$ cat config.mk
export PLATFORM = sky130hd
export DESIGN_NAME = sprite_sheet_animator_core
export DESIGN_NICKNAME = d
export VERILOG_FILES = /design/src/rtl/ssa_pkg.sv /design/src/rtl/ssa_cfg.sv /design/src/rtl/ssa_div.sv /design/src/rtl/sprite_sheet_animator_core.sv
export SDC_FILE = /design/constraint.sdc
export NUM_CORES = 1
export LEC_CHECK = 0
export ABC_AREA = 1
export BUFFER_PORTS_ARGS = -buffer_cell sky130_fd_sc_hd__buf_4
export CORE_MARGIN = 1
export CORE_UTILIZATION = 40
export DETAILED_ROUTE_END_ITERATION = 10
export PLACE_DENSITY = 0.54
export SYNTH_ARGS = -nofsm -noshare
export SYNTH_HDL_FRONTEND = slang
export SYNTH_SLANG_ARGS = --single-unit
$ cat constraint.sdc
create_clock -name clk -period 10.1 [get_ports clk]
set_input_delay 3.03 -clock clk [delete_from_list [all_inputs] [get_ports clk]]
set_output_delay 3.03 -clock clk [all_outputs]
set_load 0.05 [all_outputs]
$ cat src/rtl/ssa_pkg.sv
`timescale 1ns / 1ps

package ssa_pkg;

    localparam int FRAME_BITS = 10;
    localparam int CELL_BITS  = 12;
    localparam int COLS_BITS  = FRAME_BITS + 1;
    localparam int RECT_BITS  = FRAME_BITS + CELL_BITS;
    localparam int TIME_BITS  = 32;
    localparam int CNT_BITS   = $clog2(FRAME_BITS + 1);
    localparam int IDX_BITS   = 3;
    localparam int CFG_BITS   = 32;

    // register indexes on the config port
    localparam logic [IDX_BITS-1:0] REG_START_FRAME   = 3'd0;
    localparam logic [IDX_BITS-1:0] REG_END_FRAME     = 3'd1;
    localparam logic [IDX_BITS-1:0] REG_FRAME_DELAY   = 3'd2;
    localparam logic [IDX_BITS-1:0] REG_LOOP_ENABLE   = 3'd3;
    localparam logic [IDX_BITS-1:0] REG_SHEET_COLUMNS = 3'd4;
    localparam logic [IDX_BITS-1:0] REG_CELL_WIDTH    = 3'd5;
    localparam logic [IDX_BITS-1:0] REG_CELL_HEIGHT   = 3'd6;

    // input actions
    localparam logic ACT_TICK = 1'b0;
    localparam logic ACT_SET  = 1'b1;

    typedef struct packed {
        logic                  action;
        logic [TIME_BITS-1:0]  elapsed_time;
        logic [FRAME_BITS-1:0] new_frame;
    } in_item_t;

    typedef struct packed {
        logic [FRAME_BITS-1:0] frame_now;
        logic [RECT_BITS-1:0]  rect_left;
        logic [RECT_BITS-1:0]  rect_top;
        logic [RECT_BITS-1:0]  rect_right;
        logic [RECT_BITS-1:0]  rect_bottom;
        logic                  done_flag;
    } out_item_t;

    typedef struct packed {
        logic [FRAME_BITS-1:0] start_frame;
        logic [FRAME_BITS-1:0] end_frame;
        logic [TIME_BITS-1:0]  frame_delay;
        logic                  loop_enable;
        logic [COLS_BITS-1:0]  sheet_columns;
        logic [CELL_BITS-1:0]  cell_width;
        logic [CELL_BITS-1:0]  cell_height;
    } cfg_t;

    typedef struct packed {
        logic busy;
        logic last;
    } div_status_t;

    typedef enum logic [5:0] {
        S_IDLE  = 6'b000001,
        S_ADD   = 6'b000010,
        S_STEP  = 6'b000100,
        S_DIV   = 6'b001000,
        S_MUL_L = 6'b010000,
        S_MUL_T = 6'b100000
    } state_t;

endpackage

$ cat src/rtl/ssa_cfg.sv
`timescale 1ns / 1ps

module ssa_cfg import ssa_pkg::*;
(
    input  logic                clk,
    input  logic                rst_n,
    input  logic                cfg_valid,
    output logic                cfg_ready,
    input  logic [IDX_BITS-1:0] cfg_index,
    input  logic [CFG_BITS-1:0] cfg_data,
    output cfg_t                cfg
);

    cfg_t cfg_reg;
    cfg_t cfg_next;

    assign cfg_ready = 1'b1;
    assign cfg       = cfg_reg;

    always_comb
    begin
        cfg_next = cfg_reg;
        if (cfg_valid)
        begin
            case (cfg_index)
                REG_START_FRAME:   cfg_next.start_frame   = cfg_data[FRAME_BITS-1:0];
                REG_END_FRAME:     cfg_next.end_frame     = cfg_data[FRAME_BITS-1:0];
                REG_FRAME_DELAY:   cfg_next.frame_delay   = cfg_data[TIME_BITS-1:0];
                REG_LOOP_ENABLE:   cfg_next.loop_enable   = cfg_data[0];
                REG_SHEET_COLUMNS: cfg_next.sheet_columns = cfg_data[COLS_BITS-1:0];
                REG_CELL_WIDTH:    cfg_next.cell_width    = cfg_data[CELL_BITS-1:0];
                REG_CELL_HEIGHT:   cfg_next.cell_height   = cfg_data[CELL_BITS-1:0];
                default:           cfg_next = cfg_reg;
            endcase
        end
    end

    always_ff @(posedge clk or negedge rst_n)
    begin
        if (!rst_n)
        begin
            cfg_reg.start_frame   <= '0;
            cfg_reg.end_frame     <= '0;
            cfg_reg.frame_delay   <= TIME_BITS'(65536);
            cfg_reg.loop_enable   <= 1'b1;
            cfg_reg.sheet_columns <= COLS_BITS'(1);
            cfg_reg.cell_width    <= CELL_BITS'(2);
            cfg_reg.cell_height   <= CELL_BITS'(2);
        end
        else
        begin
            cfg_reg <= cfg_next;
        end
    end

endmodule

$ cat src/rtl/ssa_div.sv
`timescale 1ns / 1ps

module ssa_div import ssa_pkg::*;
(
    input  logic                  clk,
    input  logic                  rst_n,
    input  logic                  start,
    input  logic [FRAME_BITS-1:0] dividend,
    input  logic [COLS_BITS-1:0]  divisor,
    output div_status_t           status,
    output logic [FRAME_BITS-1:0] quotient,
    output logic [COLS_BITS-1:0]  remainder
);

    logic                  busy_reg;
    logic                  busy_next;
    logic [CNT_BITS-1:0]   cnt_reg;
    logic [CNT_BITS-1:0]   cnt_next;
    logic [FRAME_BITS-1:0] quo_reg;
    logic [FRAME_BITS-1:0] quo_next;
    logic [COLS_BITS-1:0]  rem_reg;
    logic [COLS_BITS-1:0]  rem_next;
    logic [COLS_BITS-1:0]  dsr_reg;
    logic [COLS_BITS-1:0]  dsr_next;
    logic [COLS_BITS:0]    trial;
    logic [COLS_BITS:0]    diff;
    logic                  fits;

    // restoring divide, one quotient bit per cycle, MSB first
    assign trial = {rem_reg, quo_reg[FRAME_BITS-1]};
    assign diff  = trial - {1'b0, dsr_reg};
    assign fits  = (trial >= {1'b0, dsr_reg});

    assign status.busy = busy_reg;
    assign status.last = busy_reg && (cnt_reg == CNT_BITS'(1));
    assign quotient    = quo_reg;
    assign remainder   = rem_reg;

    always_comb
    begin
        busy_next = busy_reg;
        cnt_next  = cnt_reg;
        quo_next  = quo_reg;
        rem_next  = rem_reg;
        dsr_next  = dsr_reg;
        if (start)
        begin
            busy_next = 1'b1;
            cnt_next  = CNT_BITS'(FRAME_BITS);
            quo_next  = dividend;
            rem_next  = '0;
            dsr_next  = divisor;
        end
        else if (busy_reg)
        begin
            rem_next  = fits ? diff[COLS_BITS-1:0] : trial[COLS_BITS-1:0];
            quo_next  = {quo_reg[FRAME_BITS-2:0], fits};
            cnt_next  = cnt_reg - CNT_BITS'(1);
            busy_next = (cnt_reg != CNT_BITS'(1));
        end
    end

    always_ff @(posedge clk or negedge rst_n)
    begin
        if (!rst_n)
        begin
            busy_reg <= 1'b0;
            cnt_reg  <= '0;
        end
        else
        begin
            busy_reg <= busy_next;
            cnt_reg  <= cnt_next;
        end
    end

    always_ff @(posedge clk)
    begin
        quo_reg <= quo_next;
        rem_reg <= rem_next;
        dsr_reg <= dsr_next;
    end

endmodule

$ cat src/rtl/sprite_sheet_animator_core.sv
`timescale 1ns / 1ps
// An accepted input beat passes through the add, step, divide (one step per frame
// bit) and two multiply states before the result is registered into out_data; a
// stalled output holds the final state, and a new beat is taken only in idle.
// A finished result may wait in the output register while the next item is taken.
// Reset (rst_n, async, active low) clears frame, timer, done mark and all handshake
// state, and loads the config registers with their defaults.
module sprite_sheet_animator_core import ssa_pkg::*;
(
    input  logic                clk,
    input  logic                rst_n,
    input  logic                in_valid,
    output logic                in_stall,
    input  in_item_t            in_data,
    output logic                out_valid,
    input  logic                out_stall,
    output out_item_t           out_data,
    input  logic                cfg_valid,
    output logic                cfg_ready,
    input  logic [IDX_BITS-1:0] cfg_index,
    input  logic [CFG_BITS-1:0] cfg_data
);

    cfg_t cfg;

    // sequencer
    state_t state_reg;
    state_t state_next;

    // captured input beat
    in_item_t item_reg;

    // animation state
    logic [FRAME_BITS-1:0] frame_reg;
    logic [FRAME_BITS-1:0] frame_next;
    logic [TIME_BITS-1:0]  acc_reg;
    logic [TIME_BITS-1:0]  acc_next;
    logic                  complete_reg;
    logic                  complete_next;
    logic                  live_reg;      // tick with end frame above start frame
    logic                  live_next;

    // rectangle work register
    logic [RECT_BITS-1:0]  left_reg;

    // output register
    logic                  out_valid_reg;
    logic                  out_valid_next;
    out_item_t             out_data_reg;
    out_item_t             result;

    // datapath
    logic                  in_fire;
    logic                  out_free;
    logic                  emit;
    logic [TIME_BITS:0]    sum_wide;
    logic [TIME_BITS-1:0]  sum_sat;
    logic [FRAME_BITS:0]   frame_inc;     // one bit wider: top frame + 1 leaves the range
    logic                  out_of_range;
    logic [COLS_BITS-1:0]  cols_eff;
    div_status_t           div_status;
    logic [FRAME_BITS-1:0] div_quo;
    logic [COLS_BITS-1:0]  div_rem;
    logic                  div_start;
    logic [FRAME_BITS-1:0] mul_a;
    logic [CELL_BITS-1:0]  mul_b;
    logic [RECT_BITS-1:0]  product;

    ssa_cfg u_cfg
    (
        .clk       (clk),
        .rst_n     (rst_n),
        .cfg_valid (cfg_valid),
        .cfg_ready (cfg_ready),
        .cfg_index (cfg_index),
        .cfg_data  (cfg_data),
        .cfg       (cfg)
    );

    // zero columns act as one
    assign cols_eff  = (cfg.sheet_columns == '0) ? COLS_BITS'(1) : cfg.sheet_columns;
    assign div_start = (state_reg == S_STEP);

    // the divider loads the frame as it leaves the step state, advance included
    ssa_div u_div
    (
        .clk       (clk),
        .rst_n     (rst_n),
        .start     (div_start),
        .dividend  (frame_next),
        .divisor   (cols_eff),
        .status    (div_status),
        .quotient  (div_quo),
        .remainder (div_rem)
    );

    assign in_stall  = (state_reg != S_IDLE);
    assign in_fire   = in_valid && !in_stall;
    assign out_valid = out_valid_reg;
    assign out_data  = out_data_reg;
    assign out_free  = !out_valid_reg || !out_stall;
    // final state holds until the output register can take the beat
    assign emit      = (state_reg == S_MUL_T) && out_free;

    // saturating timer add
    assign sum_wide = {1'b0, acc_reg} + {1'b0, item_reg.elapsed_time};
    assign sum_sat  = sum_wide[TIME_BITS] ? {TIME_BITS{1'b1}} : sum_wide[TIME_BITS-1:0];

    assign frame_inc    = {1'b0, frame_reg} + (FRAME_BITS + 1)'(1);
    assign out_of_range = (frame_inc < {1'b0, cfg.start_frame})
                       || (frame_inc > {1'b0, cfg.end_frame});

    // one multiplier, shared: column * width first, then row * height
    assign mul_a   = (state_reg == S_MUL_L) ? div_rem[FRAME_BITS-1:0] : div_quo;
    assign mul_b   = (state_reg == S_MUL_L) ? cfg.cell_width : cfg.cell_height;
    assign product = RECT_BITS'(mul_a) * RECT_BITS'(mul_b);

    always_comb
    begin
        result.frame_now   = frame_reg;
        result.rect_left   = left_reg;
        result.rect_top    = product;
        result.rect_right  = left_reg + RECT_BITS'(cfg.cell_width);
        result.rect_bottom = product + RECT_BITS'(cfg.cell_height);
        result.done_flag   = complete_reg;
    end

    always_comb
    begin
        state_next    = state_reg;
        frame_next    = frame_reg;
        acc_next      = acc_reg;
        complete_next = complete_reg;
        live_next     = live_reg;
        case (state_reg)
            S_IDLE:
            begin
                if (in_fire)
                begin
                    state_next = S_ADD;
                end
            end
            S_ADD:
            begin
                live_next = 1'b0;
                if (item_reg.action == ACT_SET)
                begin
                    frame_next    = item_reg.new_frame;
                    complete_next = 1'b0;
                end
                else if (cfg.end_frame > cfg.start_frame)
                begin
                    acc_next  = sum_sat;
                    live_next = 1'b1;
                end
                state_next = S_STEP;
            end
            S_STEP:
            begin
                // frame advance; the divider takes frame_next at this edge
                state_next = S_DIV;
                if (live_reg && (acc_reg > cfg.frame_delay))
                begin
                    acc_next = acc_reg - cfg.frame_delay;
                    if (!out_of_range)
                    begin
                        frame_next = frame_inc[FRAME_BITS-1:0];
                    end
                    else if (cfg.loop_enable)
                    begin
                        frame_next = cfg.start_frame;
                    end
                    else
                    begin
                        frame_next    = cfg.end_frame;
                        complete_next = 1'b1;
                    end
                end
            end
            S_DIV:
            begin
                if (div_status.last)
                begin
                    state_next = S_MUL_L;
                end
            end
            S_MUL_L:
            begin
                state_next = S_MUL_T;
            end
            S_MUL_T:
            begin
                if (out_free)
                begin
                    state_next = S_IDLE;
                end
            end
            default:
            begin
                state_next = S_IDLE;
            end
        endcase
    end

    always_comb
    begin
        out_valid_next = out_valid_reg;
        if (emit)
        begin
            out_valid_next = 1'b1;
        end
        else if (!out_stall)
        begin
            out_valid_next = 1'b0;
        end
    end

    always_ff @(posedge clk or negedge rst_n)
    begin
        if (!rst_n)
        begin
            state_reg     <= S_IDLE;
            frame_reg     <= '0;
            acc_reg       <= '0;
            complete_reg  <= 1'b0;
            live_reg      <= 1'b0;
            out_valid_reg <= 1'b0;
        end
        else
        begin
            state_reg     <= state_next;
            frame_reg     <= frame_next;
            acc_reg       <= acc_next;
            complete_reg  <= complete_next;
            live_reg      <= live_next;
            out_valid_reg <= out_valid_next;
        end
    end

    always_ff @(posedge clk)
    begin
        if (in_fire)
        begin
            item_reg <= in_data;
        end
        if (state_reg == S_MUL_L)
        begin
            left_reg <= product;
        end
        if (emit)
        begin
            out_data_reg <= result;
        end
    end

    // --- checks ---

    // an accepted beat always starts the sequence
    assert property (@(posedge clk) disable iff (!rst_n)
        in_fire |=> (state_reg == S_ADD))
        else $error("accepted beat did not start the sequence");

    // the divider is running for the whole divide phase
    assert property (@(posedge clk) disable iff (!rst_n)
        (state_reg == S_DIV) |-> div_status.busy)
        else $error("divide phase without a busy divider");

    // remainder must be below the column count once the divide ends
    assert property (@(posedge clk) disable iff (!rst_n)
        (state_reg == S_MUL_L) |-> (div_rem < cols_eff))
        else $error("divider remainder not below column count");

    // a result beat is only loaded from the last sequence state
    assert property (@(posedge clk) disable iff (!rst_n)
        $rose(out_valid_reg) |-> ($past(state_reg) == S_MUL_T))
        else $error("result beat raised outside the final state");

endmodule
Word-level counts from Yosys, hierarchy flattened:

Cells that the tools add are included.
W data, S select, Z words.

* register bits after elaboration: 340
* latch bits: 0
* RAM bits: 0
* memory bits (read-only): 0
* output and inout bits: 102
* logic and storage cells: 121
* memories kept: 0

* add/sub/neg operators: 7
* $mul: 1
* div/mod/pow operators: 0
* magnitude comparators: 5
* equal/unequal tests: 25
* shift-type cells: 0
* multiplexer cells: 32
* bitwise operators: 0
* reduce and logical (&&, ||, !) cells: 23

Operators by type and width (count)
* $mux W32: 4
* $mux W10: 7
* $pmux W32 S2: 1
* $add A22 B12 Y22: 2
* $pmux W6 S6: 1
* $add A32 B32 Y33: 1
* $gt A32 B32 Y1: 1
* $sub A32 B32 Y32: 1
* $mul A10 B12 Y22: 1
* $pmux W10 S2: 1
* $mux W6: 3
* $ne A2 B2 Y1 const B: 8
* $reduce_and A2 Y1: 7
* $ge A12 B11 Y1: 1
* $mux W12: 1
* $add A10 B1 Y11 const B: 1
* $gt A11 B10 Y1: 1
* $logic_not A11 Y1: 1
* $lt A11 B10 Y1: 1
* $mux W11: 1
* $sub A11 B11 Y11: 1
* $gt A10 B10 Y1: 1
* $mux W1: 10
* $eq A3 B3 Y1 const B: 3
* 23 further kinds: 33

Logic depth before layout (Yosys ltp):

* depth after elaboration: 7
* depth in mapped cells: 42

Hierarchy:

A second synthesis with hierarchy kept.

* cells, all modules: 3235
* area, all modules: 25009.0 um^2

Modules (own cells, without submodules)
* sprite_sheet_animator_core: instances 1, cells an instance 2540, area an instance 19188.4 um^2, sequential area each 6202.2 um^2
* ssa_cfg: instances 1, cells an instance 397, area an instance 3483.3 um^2, sequential area each 2208.4 um^2
* ssa_div: instances 1, cells an instance 298, area an instance 2337.2 um^2, sequential area each 975.9 um^2

Worst setup path before layout:

No wires, ideal clock.

* kind: input to register
* start point: in out_stall
* end point: reg out_data_reg, in the netlist out_data[0] (enable)
* arrival: 7.830 ns
* slack: 1.681 ns
* cell stages on the path: 1
* path buffers: 0
* path through: a21oi_1

* longest elaborated chain between the ends: 3

RTL lines
* start, declared: line sprite_sheet_animator_core.sv:16 `input logic out_stall,`
* $logic_not A1 Y1
* $logic_or A1 B1 Y1: line sprite_sheet_animator_core.sv:101 `assign out_free = !out_valid_reg || !out_stall;`
* $logic_and A1 B1 Y1: line sprite_sheet_animator_core.sv:103 `assign emit = (state_reg == S_MUL_T) && out_free;`
* end signal, assigned: line sprite_sheet_animator_core.sv:252 `out_data_reg <= result;`
* end, declared: line sprite_sheet_animator_core.sv:49 `out_item_t out_data_reg;`

Every way passes these cells.
A chain may end at the register's enable or synchronous reset.

==> qor.yml <==
wl_um: 76800
arrival_ps: 8370
ant_nets: 0
max_slew_margin: 0.202
syn_inst: 3268
cp_data_required_time_ps: 10410
dieWidth_um: 251
cts_resized: 0
finalCriticalPeriod_ps: 8050
clock-sinks: 340
cp_max_fo: 46
first_pass_iters: 5
cp_slowest_cell: "o21ai_0"
ys.flop_type: "edfxtp_1"
gr-total-overflow: 0
num_rows: 91
cts_buffers: 41
postCtsSetupRepairBufs: 0
vias_per_cell: 4.98
place_hpwl_um: 62700
synth.distinct_cells: 51
synth_nets: 3622
use_met2: 0.382
port_buffers: 183
tns_ps: 0
largest_register_ff_count: 99
critPathKind: "register to register"
met1_usage: 0.356
synth_top_cell_by_area: "edfxtp_1"
yosys_warnings: 0
maxCapViolations: 0
start_util: 0.404
drcViolationCount: 0
timing_hold_violations_final: 0
finClkSkew_ps: 20.0
status: "completed"
antenna_found_initial: 5
fmax_mhz: 124
critical_path.max_stage_delay_ps: 740
die-area_sq_um: 63200
hold_buffers: 0
grt_use_total: 0.246
cts_tree: "yes"
wl_per_cell_um: 17.8
grt_max_degree: 87
syn2layout_area_growth_pct: 14.7
synth_area_per_cell_sq_um: 7.62
nets: 3803
busiest_layer: "met2"
worst_slew_pin_slew_ps: 1190
num_vias: 21500
synthArstFlopShare: 0.424
globalplace.congestion: 0.930
rsz0062_at_grt: "no"
htreeDepth: 2
drive_above_1_share: 0.0841
setup-violations-final: 0
core_area_sq_um: 61600
yosys-top-cells-area: "edfxtp_1 (22%), nand2_1 (16%), dfrtp_1 (14%)"
root_buffer: "clkbuf_16"
grt_pass1_vias: 20800
synth-edff-count: 185
nFillCells: 6204
clk_latency_ps: 580
grt_first_pass_wirelength_um: 119000
timing.final.crit_share: 0.797
clk_pin_slew_ps: 60
cpMostUsedCell: "nand2_1"
synth_top_area_share: 0.223
die_y_um: 251
slew_viol_final: 0
critPathLaunchType: "register"
antenna_cells: 0
post-synth-top-count-cell: "nand2_1"
ys_ff_latch: 340
synth_commonest_cells: "nand2_1 (1029), inv_1 (578), nor2_1 (264)"
ys_seq_area_frac: 0.377
crit_path_end_kind: "register"
drt_iter0_drc: 1624
met3_usage: 0.0412
hold_path_class: "register to register"
clockBufferDepth: 3
ioPinCount: 185
netlist_area_sq_um: 24900
[worst paths after layout]
kind | cells after the start | to | from | slack, ps
worst max-delay path | 30 | out_data[19] | state_reg[1] | 2050
worst min-delay path | 0 | out_data[69] | left_reg[2] | 460
worst max register to register | 30 | out_data[19] | state_reg[1] | 2050
worst min register to register | 0 | out_data[69] | left_reg[2] | 460
max in group asynchronous | 2 | acc_reg[5] | rst_n | 6160
min in group asynchronous | 1 | frame_reg[1] | rst_n | 2490
[placed cells by master, fill, tap and decap left out, types with 83 or more instances in the layout]
master    Yosys  final
a21oi_1     149    148
nand2_1    1029   1028
nand3_1     168    168
fa_1         83     83
dfrtp_1     138    138
nor2_1      264    263
edfxtp_1    185    185
buf_4         2    191
ha_1        188    188
inv_1       578    578
o21ai_0     155    155
[area by class of cell]
cell class                      instances  area [sq um]  share of cell area
Multi-Input combinational cell       2285         13100               0.457
Clock buffer                           59          1190              0.0416
Sequential cell                       340          9390               0.329
Tap cell                              837          1050              0.0367
Timing Repair Buffer                  192          1450              0.0506
Clock inverter                         17           214             0.00749
Inverter                              589          2220              0.0776
[layer usage]
metal / part of all wire / routed length (um)
met1: 0.48 / 36900
met2: 0.43 / 33200
met3: 0.068 / 5210
met4: 0.020 / 1550
met5: 0 / 0
[cell families after synthesis]
kind of cell	Yosys count	synth area share
AOI/OAI and AO/OA	369	0.0789
xor gates and xnor gates	80	0.0281
and+or+nand+nor	1564	0.255
DFF	340	0.377
adders and majority gates	271	0.161
other	1	0.000151
buffers and inverters	643	0.0991
[critical path: cells and delay by family (launching register included)]
kind / cells / cell delay [ps]
adder cells (fa/ha/maj): 7 / 3350
AND/OR/NAND/NOR: 11 / 1420
AO/OA/AOI/OAI: 5 / 1330
buffers and inverters: 6 / 1120
flip-flops: 1 / 390
XOR/XNOR: 1 / 140
[stage by stage]
| stage | area (sq um) | cells | utilization | worst slack [ps] | hold WS (ps) |
|---|---|---|---|---|---|
| 4_1_cts | 28600 | 4319 | 0.464 | 2060 | 462 |
| 5_1_grt | 28600 | 4319 | 0.464 | 1310 | 484 |
| 3_3_place_gp | 27200 | 4243 | 0.441 | 2230 | 446 |
| 3_5_place_dp | 27200 | 4243 | 0.441 | 2120 | 448 |
| 6_report | 28600 | 4319 | 0.464 | 2050 | 460 |
| 2_1_floorplan | 24900 | 3268 | - | 1680 | 420 |
Power is left out: the tool's default activity adds up to more than one toggle a clock period on the data nets, which glitch-free logic cannot reach.
